--- src/design/smx_pkg.sv ---
// Shared types, constants and the exponent coefficient table for the softmax vector unit.
// No dependencies; smx_front, smx_queue, smx_back and the top level import this package.
package smx_pkg;

  localparam int MAX_LEN_DEF = 64;
  localparam int VAL_W       = 16;
  localparam int CNT_W       = 7;
  localparam int SUM_W       = 22;
  localparam int EXP_BITS    = 12;
  localparam int COEF_W      = 30;
  localparam int ACC_W       = 31;
  localparam int QUO_W       = 17;

  // Descriptor of one closed vector, handed from the front to the back.
  typedef struct packed {
    logic [CNT_W-1:0]        n;
    logic signed [VAL_W-1:0] vmax;
  } desc_t;

  // exp(-2^b/256) in Q0.30, rounded to nearest.
  function automatic logic [COEF_W-1:0] exp_coef(input logic [3:0] b);
    logic [COEF_W-1:0] c;
    unique case (b)
      4'd0:    c = 30'd1069555701;
      4'd1:    c = 30'd1065385899;
      4'd2:    c = 30'd1057095000;
      4'd3:    c = 30'd1040706261;
      4'd4:    c = 30'd1008687096;
      4'd5:    c = 30'd947573834;
      4'd6:    c = 30'd836230973;
      4'd7:    c = 30'd651257337;
      4'd8:    c = 30'd395007542;
      4'd9:    c = 30'd145315154;
      4'd10:   c = 30'd19666268;
      4'd11:   c = 30'd360200;
      default: c = 30'd0;
    endcase
    return c;
  endfunction

endpackage

--- src/design/smx_ram.sv ---
// Generic simple dual-port RAM: one write port, one read port with registered data.
// No dependencies.
module smx_ram #(
  parameter int WIDTH = 16,
  parameter int DEPTH = 64,
  localparam int AW = (DEPTH > 1) ? $clog2(DEPTH) : 1
) (
  input  logic             clk,
  input  logic             we,
  input  logic [AW-1:0]    waddr,
  input  logic [WIDTH-1:0] wdata,
  input  logic [AW-1:0]    raddr,
  output logic [WIDTH-1:0] rdata
);

  logic [WIDTH-1:0] mem [DEPTH];

  always_ff @(posedge clk) begin
    if (we) begin
      mem[waddr] <= wdata;
    end
    rdata <= mem[raddr];
  end

endmodule

--- src/design/smx_front.sv ---
// Front end: accepts elements, writes them to the element RAM and tracks the maximum.
// Depends on smx_pkg; drives the write port of the element RAM and pushes descriptors.
module smx_front #(
  parameter int MAX_LEN = smx_pkg::MAX_LEN_DEF,
  localparam int AW = (MAX_LEN > 1) ? $clog2(MAX_LEN) : 1
) (
  input  logic                              clk,
  input  logic                              rst_n,
  input  logic                              in_valid,
  output logic                              in_stall,
  input  logic signed [smx_pkg::VAL_W-1:0]  in_value,
  input  logic                              in_last,
  output logic                              ram_we,
  output logic [AW-1:0]                     ram_waddr,
  output logic [smx_pkg::VAL_W-1:0]         ram_wdata,
  output logic                              push,
  output smx_pkg::desc_t                    push_desc,
  input  logic                              release_vec
);
  import smx_pkg::*;

  logic [CNT_W-1:0]        cnt_r, cnt_nxt, cnt_inc;
  logic signed [VAL_W-1:0] max_r, max_nxt, max_new;
  logic                    held_r, held_nxt;
  logic                    accept, close;

  assign in_stall  = held_r;
  assign accept    = in_valid && !held_r;
  assign cnt_inc   = cnt_r + CNT_W'(1);
  assign max_new   = (in_value > max_r) ? in_value : max_r;
  assign close     = in_last || (cnt_inc == CNT_W'(MAX_LEN));

  assign ram_we    = accept;
  assign ram_waddr = cnt_r[AW-1:0];
  assign ram_wdata = in_value;
  assign push      = accept && close;
  assign push_desc = '{n: cnt_inc, vmax: max_new};

  always_comb begin
    cnt_nxt  = cnt_r;
    max_nxt  = max_r;
    held_nxt = held_r;
    if (release_vec) begin
      held_nxt = 1'b0;
    end
    if (accept) begin
      if (close) begin
        cnt_nxt  = '0;
        max_nxt  = {1'b1, {(VAL_W-1){1'b0}}};
        held_nxt = 1'b1;
      end else begin
        cnt_nxt = cnt_inc;
        max_nxt = max_new;
      end
    end
  end

  always_ff @(posedge clk) begin
    if (!rst_n) begin
      cnt_r  <= '0;
      max_r  <= {1'b1, {(VAL_W-1){1'b0}}};
      held_r <= 1'b0;
    end else begin
      cnt_r  <= cnt_nxt;
      max_r  <= max_nxt;
      held_r <= held_nxt;
    end
  end

endmodule

--- src/design/smx_queue.sv ---
// Two-entry descriptor queue between the front end and the back end.
// Depends on smx_pkg for the descriptor type.
module smx_queue (
  input  logic           clk,
  input  logic           rst_n,
  input  logic           push,
  input  smx_pkg::desc_t push_desc,
  input  logic           pop,
  output logic           not_empty,
  output logic           full,
  output smx_pkg::desc_t head
);
  import smx_pkg::*;

  desc_t      slot_r [2];
  logic       wp_r, wp_nxt, rp_r, rp_nxt;
  logic [1:0] cnt_r, cnt_nxt;
  logic       do_push, do_pop;

  assign not_empty = (cnt_r != 2'd0);
  assign full      = (cnt_r == 2'd2);
  assign head      = slot_r[rp_r];
  assign do_push   = push && !full;
  assign do_pop    = pop && not_empty;

  always_comb begin
    wp_nxt  = do_push ? !wp_r : wp_r;
    rp_nxt  = do_pop ? !rp_r : rp_r;
    cnt_nxt = cnt_r + {1'b0, do_push} - {1'b0, do_pop};
  end

  always_ff @(posedge clk) begin
    if (do_push) begin
      slot_r[wp_r] <= push_desc;
    end
    if (!rst_n) begin
      wp_r  <= 1'b0;
      rp_r  <= 1'b0;
      cnt_r <= 2'd0;
    end else begin
      wp_r  <= wp_nxt;
      rp_r  <= rp_nxt;
      cnt_r <= cnt_nxt;
    end
  end

endmodule

--- src/design/smx_back.sv ---
// Back end: exponentiates the stored elements, sums them and divides each by the sum.
// Depends on smx_pkg and one smx_ram instance (exponent store); reads the element store.
module smx_back #(
  parameter int MAX_LEN = smx_pkg::MAX_LEN_DEF,
  localparam int AW = (MAX_LEN > 1) ? $clog2(MAX_LEN) : 1
) (
  input  logic                       clk,
  input  logic                       rst_n,
  input  logic                       q_not_empty,
  input  smx_pkg::desc_t             q_head,
  output logic                       q_pop,
  output logic [AW-1:0]              elem_raddr,
  input  logic [smx_pkg::VAL_W-1:0]  elem_rdata,
  output logic                       out_valid,
  input  logic                       out_stall,
  output logic [smx_pkg::VAL_W-1:0]  out_prob,
  output logic                       out_last_out,
  output logic                       release_vec
);
  import smx_pkg::*;

  localparam logic [3:0] S_IDLE = 4'd0;
  localparam logic [3:0] S_RD1  = 4'd1;
  localparam logic [3:0] S_LD1  = 4'd2;
  localparam logic [3:0] S_EXP  = 4'd3;
  localparam logic [3:0] S_EFIN = 4'd4;
  localparam logic [3:0] S_RD2  = 4'd5;
  localparam logic [3:0] S_LD2  = 4'd6;
  localparam logic [3:0] S_DIV  = 4'd7;
  localparam logic [3:0] S_OUT  = 4'd8;

  logic [3:0]              st_r, st_nxt;
  logic [AW-1:0]           idx_r, idx_nxt;
  logic [CNT_W-1:0]        n_r, n_nxt;
  logic signed [VAL_W-1:0] max_r, max_nxt;
  logic [EXP_BITS-1:0]     k_r, k_nxt;
  logic [3:0]              b_r, b_nxt;
  logic [ACC_W-1:0]        acc_r, acc_nxt;
  logic [SUM_W-1:0]        sum_r, sum_nxt;
  logic [SUM_W:0]          rem_r, rem_nxt;
  logic [QUO_W-1:0]        nb_r, nb_nxt, quo_r, quo_nxt;
  logic [4:0]              dc_r, dc_nxt;
  logic [VAL_W-1:0]        prob_r, prob_nxt;

  logic                    is_last;
  logic signed [VAL_W:0]   diff;
  logic [ACC_W+COEF_W-1:0] prod;
  logic [ACC_W-1:0]        acc_rnd;
  logic [VAL_W:0]          e_full;
  logic [VAL_W-1:0]        e_sat;
  logic                    ev_we;
  logic [VAL_W-1:0]        ev_rdata;
  logic [SUM_W:0]          trial;

  assign is_last    = ({{(CNT_W-AW){1'b0}}, idx_r} == (n_r - CNT_W'(1)));
  assign elem_raddr = idx_r;
  assign diff       = {max_r[VAL_W-1], max_r} - {elem_rdata[VAL_W-1], elem_rdata};
  assign prod       = acc_r * exp_coef(b_r) + (ACC_W+COEF_W)'(1 << 29);
  assign acc_rnd    = prod[30 +: ACC_W];
  assign e_full     = acc_r[ACC_W-1:14] + (VAL_W+1)'(acc_r[13]);
  assign e_sat      = e_full[VAL_W] ? {VAL_W{1'b1}} : e_full[VAL_W-1:0];
  assign ev_we      = (st_r == S_EFIN);
  assign trial      = {rem_r[SUM_W-1:0], nb_r[QUO_W-1]};

  assign q_pop        = (st_r == S_IDLE) && q_not_empty;
  assign out_valid    = (st_r == S_OUT);
  assign out_prob     = prob_r;
  assign out_last_out = is_last;
  assign release_vec  = (st_r == S_OUT) && !out_stall && is_last;

  smx_ram #(.WIDTH(VAL_W), .DEPTH(MAX_LEN)) u_ev_ram (
    .clk   (clk),
    .we    (ev_we),
    .waddr (idx_r),
    .wdata (e_sat),
    .raddr (idx_r),
    .rdata (ev_rdata)
  );

  always_comb begin
    st_nxt   = st_r;
    idx_nxt  = idx_r;
    n_nxt    = n_r;
    max_nxt  = max_r;
    k_nxt    = k_r;
    b_nxt    = b_r;
    acc_nxt  = acc_r;
    sum_nxt  = sum_r;
    rem_nxt  = rem_r;
    nb_nxt   = nb_r;
    quo_nxt  = quo_r;
    dc_nxt   = dc_r;
    prob_nxt = prob_r;
    unique case (st_r)
      S_IDLE: begin
        if (q_not_empty) begin
          n_nxt   = q_head.n;
          max_nxt = q_head.vmax;
          idx_nxt = '0;
          sum_nxt = '0;
          st_nxt  = S_RD1;
        end
      end
      S_RD1: st_nxt = S_LD1;
      S_LD1: begin
        k_nxt   = diff[EXP_BITS-1:0];
        b_nxt   = '0;
        acc_nxt = ACC_W'(1 << 30);
        // Differences of 16.0 or more underflow to zero.
        if (diff[VAL_W:EXP_BITS] != '0) begin
          acc_nxt = '0;
          st_nxt  = S_EFIN;
        end else begin
          st_nxt = S_EXP;
        end
      end
      S_EXP: begin
        if (k_r[b_r]) begin
          acc_nxt = acc_rnd;
        end
        b_nxt = b_r + 4'd1;
        if (b_r == 4'(EXP_BITS - 1)) begin
          st_nxt = S_EFIN;
        end
      end
      S_EFIN: begin
        sum_nxt = sum_r + SUM_W'(e_sat);
        if (is_last) begin
          idx_nxt = '0;
          st_nxt  = S_RD2;
        end else begin
          idx_nxt = idx_r + AW'(1);
          st_nxt  = S_RD1;
        end
      end
      S_RD2: st_nxt = S_LD2;
      S_LD2: begin
        // The quotient is below 2^17, so the top bits of e<<16 start as the remainder.
        rem_nxt = (SUM_W+1)'(ev_rdata[VAL_W-1:1]);
        nb_nxt  = {ev_rdata[0], {(QUO_W-1){1'b0}}};
        quo_nxt = '0;
        dc_nxt  = '0;
        st_nxt  = S_DIV;
      end
      S_DIV: begin
        if (trial >= {1'b0, sum_r}) begin
          rem_nxt = trial - {1'b0, sum_r};
          quo_nxt = {quo_r[QUO_W-2:0], 1'b1};
        end else begin
          rem_nxt = trial;
          quo_nxt = {quo_r[QUO_W-2:0], 1'b0};
        end
        nb_nxt = {nb_r[QUO_W-2:0], 1'b0};
        dc_nxt = dc_r + 5'd1;
        if (dc_r == 5'(QUO_W - 1)) begin
          prob_nxt = quo_nxt[QUO_W-1] ? {VAL_W{1'b1}} : quo_nxt[VAL_W-1:0];
          st_nxt   = S_OUT;
        end
      end
      S_OUT: begin
        if (!out_stall) begin
          if (is_last) begin
            st_nxt = S_IDLE;
          end else begin
            idx_nxt = idx_r + AW'(1);
            st_nxt  = S_RD2;
          end
        end
      end
      default: st_nxt = S_IDLE;
    endcase
  end

  always_ff @(posedge clk) begin
    idx_r  <= idx_nxt;
    n_r    <= n_nxt;
    max_r  <= max_nxt;
    k_r    <= k_nxt;
    b_r    <= b_nxt;
    acc_r  <= acc_nxt;
    sum_r  <= sum_nxt;
    rem_r  <= rem_nxt;
    nb_r   <= nb_nxt;
    quo_r  <= quo_nxt;
    dc_r   <= dc_nxt;
    prob_r <= prob_nxt;
    if (!rst_n) begin
      st_r <= S_IDLE;
    end else begin
      st_r <= st_nxt;
    end
  end

endmodule

--- src/design/softmax_vector_unit.sv ---
// Top level of the softmax vector unit: front end, descriptor queue, back end, element RAM.
// Depends on smx_pkg, smx_ram, smx_front, smx_queue and smx_back.
//
// Elements enter on the in_ channel (in_value signed Q8.8, in_last), one per transaction,
// and are written straight into the element RAM while the front end keeps the maximum.
// A vector closes on in_last or on its MAX_LEN-th element; in_stall then stays high
// until the last probability of that vector has been taken on the out_ channel.
// While a vector is open an element is accepted every cycle in which in_valid is high.
// The back end first runs every element through the exponent unit (one 31x30 multiply
// per cycle), summing the results, then divides each exponent by the sum with a
// restoring divider at one quotient bit per cycle, and emits each result before it
// reads the next exponent.
// Results appear in arrival order on out_prob (unsigned Q0.16) with out_last_out on the
// final one. While out_stall is high the result is held and the back end waits.
// Reset clears the control state and the maximum; the RAM contents are not cleared.
module softmax_vector_unit #(
  parameter int MAX_LEN = smx_pkg::MAX_LEN_DEF
) (
  input  logic                              clk,
  input  logic                              rst_n,
  input  logic                              in_valid,
  output logic                              in_stall,
  input  logic signed [smx_pkg::VAL_W-1:0]  in_value,
  input  logic                              in_last,
  output logic                              out_valid,
  input  logic                              out_stall,
  output logic [smx_pkg::VAL_W-1:0]         out_prob,
  output logic                              out_last_out
);
  import smx_pkg::*;

  localparam int AW = (MAX_LEN > 1) ? $clog2(MAX_LEN) : 1;

  logic             ram_we, push, pop, q_not_empty, q_full, release_vec;
  logic [AW-1:0]    ram_waddr, ram_raddr;
  logic [VAL_W-1:0] ram_wdata, ram_rdata;
  desc_t            push_desc, q_head;

  smx_front #(.MAX_LEN(MAX_LEN)) u_front (
    .clk, .rst_n, .in_valid, .in_stall, .in_value, .in_last,
    .ram_we, .ram_waddr, .ram_wdata, .push, .push_desc, .release_vec
  );

  smx_ram #(.WIDTH(VAL_W), .DEPTH(MAX_LEN)) u_elem_ram (
    .clk   (clk),
    .we    (ram_we),
    .waddr (ram_waddr),
    .wdata (ram_wdata),
    .raddr (ram_raddr),
    .rdata (ram_rdata)
  );

  smx_queue u_queue (
    .clk, .rst_n, .push, .push_desc, .pop,
    .not_empty (q_not_empty),
    .full      (q_full),
    .head      (q_head)
  );

  smx_back #(.MAX_LEN(MAX_LEN)) u_back (
    .clk, .rst_n, .q_not_empty, .q_head,
    .q_pop        (pop),
    .elem_raddr   (ram_raddr),
    .elem_rdata   (ram_rdata),
    .out_valid, .out_stall, .out_prob, .out_last_out, .release_vec
  );

  // The front end must stay held while the back end is emitting a vector.
  a_held_while_out: assert property (@(posedge clk) disable iff (!rst_n)
    out_valid |-> in_stall)
    else $error("element accepted while a vector is being emitted");

  // A descriptor is never pushed into a full queue.
  a_no_overflow: assert property (@(posedge clk) disable iff (!rst_n)
    push |-> !q_full)
    else $error("descriptor queue overflow");

  // Closing a vector holds the input in the next cycle.
  a_close_holds: assert property (@(posedge clk) disable iff (!rst_n)
    push |=> in_stall)
    else $error("input not held after a vector closed");

endmodule
--- config.mk ---
export PLATFORM = sky130hd
export DESIGN_NAME = softmax_vector_unit
export DESIGN_NICKNAME = d
export VERILOG_FILES = /design/src/design/smx_pkg.sv /design/src/design/smx_ram.sv /design/src/design/smx_front.sv /design/src/design/smx_queue.sv /design/src/design/smx_back.sv /design/src/design/softmax_vector_unit.sv
export SDC_FILE = /design/constraint.sdc
export NUM_CORES = 2
export LEC_CHECK = 0
export CAP_MARGIN = 30
export CORE_MARGIN = 10
export CORE_UTILIZATION = 50
export DETAILED_ROUTE_END_ITERATION = 16
export DONT_BUFFER_PORTS = 1
export MAX_ROUTING_LAYER = met4
export SYNTH_ARGS = -nofsm -noshare
export SYNTH_HDL_FRONTEND = slang
export SYNTH_HIERARCHICAL = 1
export SYNTH_SLANG_ARGS = --single-unit
--- constraint.sdc ---
create_clock -name clk -period 10.1 [get_ports clk]
set_input_delay 2.02 -clock clk [delete_from_list [all_inputs] [get_ports clk]]
set_output_delay 2.02 -clock clk [all_outputs]
set_load 0.02 [all_outputs]
==> flow_summary_export.csv <==
group,metric,value,unit
status,outcome,"complete, no violations",
routing,vias_per_cell,5.79,
layout,fin_area,0.137,sq mm
setup_path,start_kind,"flop",
timing,setup_violations,0,
synthesis,synth_warnings,6,
timing,hold_viol,0,
routing,wl_per_cell,26.4,microns
setup_path,path_cells,"buf_4 -> nand2_1 -> fa_1 -> fa_1 -> inv_1 -> fa_1 -> fa_1 -> fa_1 -> fa_1 -> fa_1 -> inv_1 -> fa_1 -> inv_1 -> ha_1 -> nand2_1 -> nor2_1 -> nand2_1 -> o41a_1 -> a21oi_1 -> nor3_1 -> o21ba_1 -> o41ai_2 -> xnor2_1 -> nor2_1",
global_routing,grt_pass1_vias,72200,
floorplan,start_util,0.502,
layout,fill_cells,19900,
clock_network,cts_tree,"yes",
placement,gp_congestion,0.911,
timing,fin_setup_tns,0,ns
synthesis,avgSynthCellArea,14.9,sq um
routing,firstDrtPassIters,6,
placement,portBuffers,0,
clock_network,cts_sinks,2347,
synthesis,synthCells,8355,
clock_network,clk_latency,0.88,ns
setup_path,crit_top_cell,"fa_1",
setup_path,crit_fanout,19,
placement,hpwl,211000,microns
setup_path,cp.arrival,9.62,ns
timing,period_needed,9.03,ns
floorplan,die-area,0.270,sq mm
clock_network,cts_hold_buf,0,
global_routing,track_usage,0.240,
floorplan,die_x,519,microns
layout,multiInputGateArea,0.0490,sq mm
global_routing,antenna_found_initial,10,
clock_network,htree_num_levels,4,
job,drv_cap,0,
clock_network,ctsResizeCount,0,
routing,drc,0,
timing,hold_ws,0.499,ns
worst_hold_path,hold_path.class,"reg2reg",
synthesis,syn-num-nets,9552,
setup_path,setup.worst_path.end_class,"flop",
layout,drive_gt1_frac,0.147,
clock_network,cts_setup_buffers,0,
timing,slew_violations,0,
setup_path,crit_type,"reg2reg",
floorplan,pin_count,40,
layout,syn2layout_area_growth,9.56,%
timing,skew,0.0510,ns
global_routing,grt_overflow_total,0,
setup_path,worstPathRequired,10.70,ns
clock_network,cts_buffers,227,
routing,ant_nets,0,
worst_hold_path,hold_start,"u_queue/wp_r$_SDFFE_PN0N_",
global_routing,grt_pass1_wl,476000,microns
setup_path,critPathTopFamily,"adder cells",
layout,seq_area,0.0695,sq mm
timing,rsz0062_at_grt,"false",
floorplan,core-area,0.248,sq mm
global_routing,grt_max_degree,130,
synthesis,synth_area,0.125,sq mm
setup_path,startpoint,"u_back/acc_r[18]$_SDFFCE_PN0P_",
routing,drtIter0Drc,6082,
clock_network,clk_pin_slew,0.06,ns
placement,pre_cts_slack,1.13,ns
timing,max_freq,111,MHz
setup_path,crit_path_max_incr_delay,0.94,ns
setup_path,path_buf_inv,4,
floorplan,chipHeight,519,microns
timing,finalCritPeriodShare,0.894,
floorplan,rows,183,
routing,wl,315000,microns
timing,slew_headroom,0.261,
clock_network,cts-root-buf,"clkbuf_16",
routing,vias,69100,
setup_path,r2r-start,"u_back/acc_r[18]$_SDFFCE_PN0P_",
clock_network,cts.path.max_buffers,3,
timing,layout_setup_ws,1.07,ns
setup_path,slowest_stage,"edfxtp_1",
timing,worst_pin_slew,1.11,ns
placement,dpl-instance-area,0.129,sq mm
layout,finalNetCount,9608,
[worst paths after layout]
check | to | slack, ns | depth (start not counted)
worst min register to register | u_queue/wp_r$_SDFFE_PN0N_ | 0.50 | 2
worst max-delay path | u_back/acc_r[27]$_SDFFCE_PN0P_ | 1.07 | 24
worst max register to register | u_back/acc_r[27]$_SDFFCE_PN0P_ | 1.07 | 24
worst min-delay path | u_queue/wp_r$_SDFFE_PN0N_ | 0.50 | 2
[per-layer routing]
metal	routed length, microns	vias up	GRT usage
met5	0	-	-
met4	9900	0	0.0649
met3	19900	524	0.0375
met2	154000	2347	0.386
met1	131000	36400	0.323
li1	-	29800	-
[cell type report]
cell class                 count  share of cell area
multi-input combinational   4567               0.359
clock inverter               152              0.0115
clock buffer                 276              0.0436
timing repair buffer         291              0.0192
antenna                        3           0.0000550
inverter                     977              0.0269
tap                         3330              0.0305
sequential                  2347               0.509
[flip-flops by register name, summed over array words and instances (netlist names), 22 cells and up, named ones only]
name                 cells
u_back/acc_r            31
u_back/rem_r            22
u_back/sum_r            22
u_back/u_ev_ram/mem   1024
u_elem_ram/mem        1024
u_queue/slot_r          46
[worst min-delay path, stage by stage (launching register included)]
cell and delay (ns):
dfxtp_1 0.33, nand2_1 0.06, mux2i_1 0.06
[through the flow]
stage,utilization,instances
2_1_floorplan,-,8355
3_3_place_gp,0.517,11500
3_5_place_dp,0.518,11500
4_1_cts,0.549,11900
5_1_grt,0.550,11900
6_report,0.550,11900
[cell usage in the layout (no fill, tap or decap), drive strengths merged, types with 31 or more instances in the layout]
cell type,instances
dfxtp,95
nand2,748
clkinv,107
mux2,79
nor2b,79
edfxtp,2252
clkbuf,276
nand4,46
nand3,87
buf,291
fa,811
a21oi,144
ha,365
mux2i,206
o21ai,104
xnor2,67
mux4,451
a21o,51
xor2,50
a22oi,78
inv,985
a211oi,34
nor2,288
a31oi,31
and2,481
a221oi,37
Power is left out: the tool's default activity adds up to more than one toggle a clock period on the data nets, which glitch-free logic cannot reach.
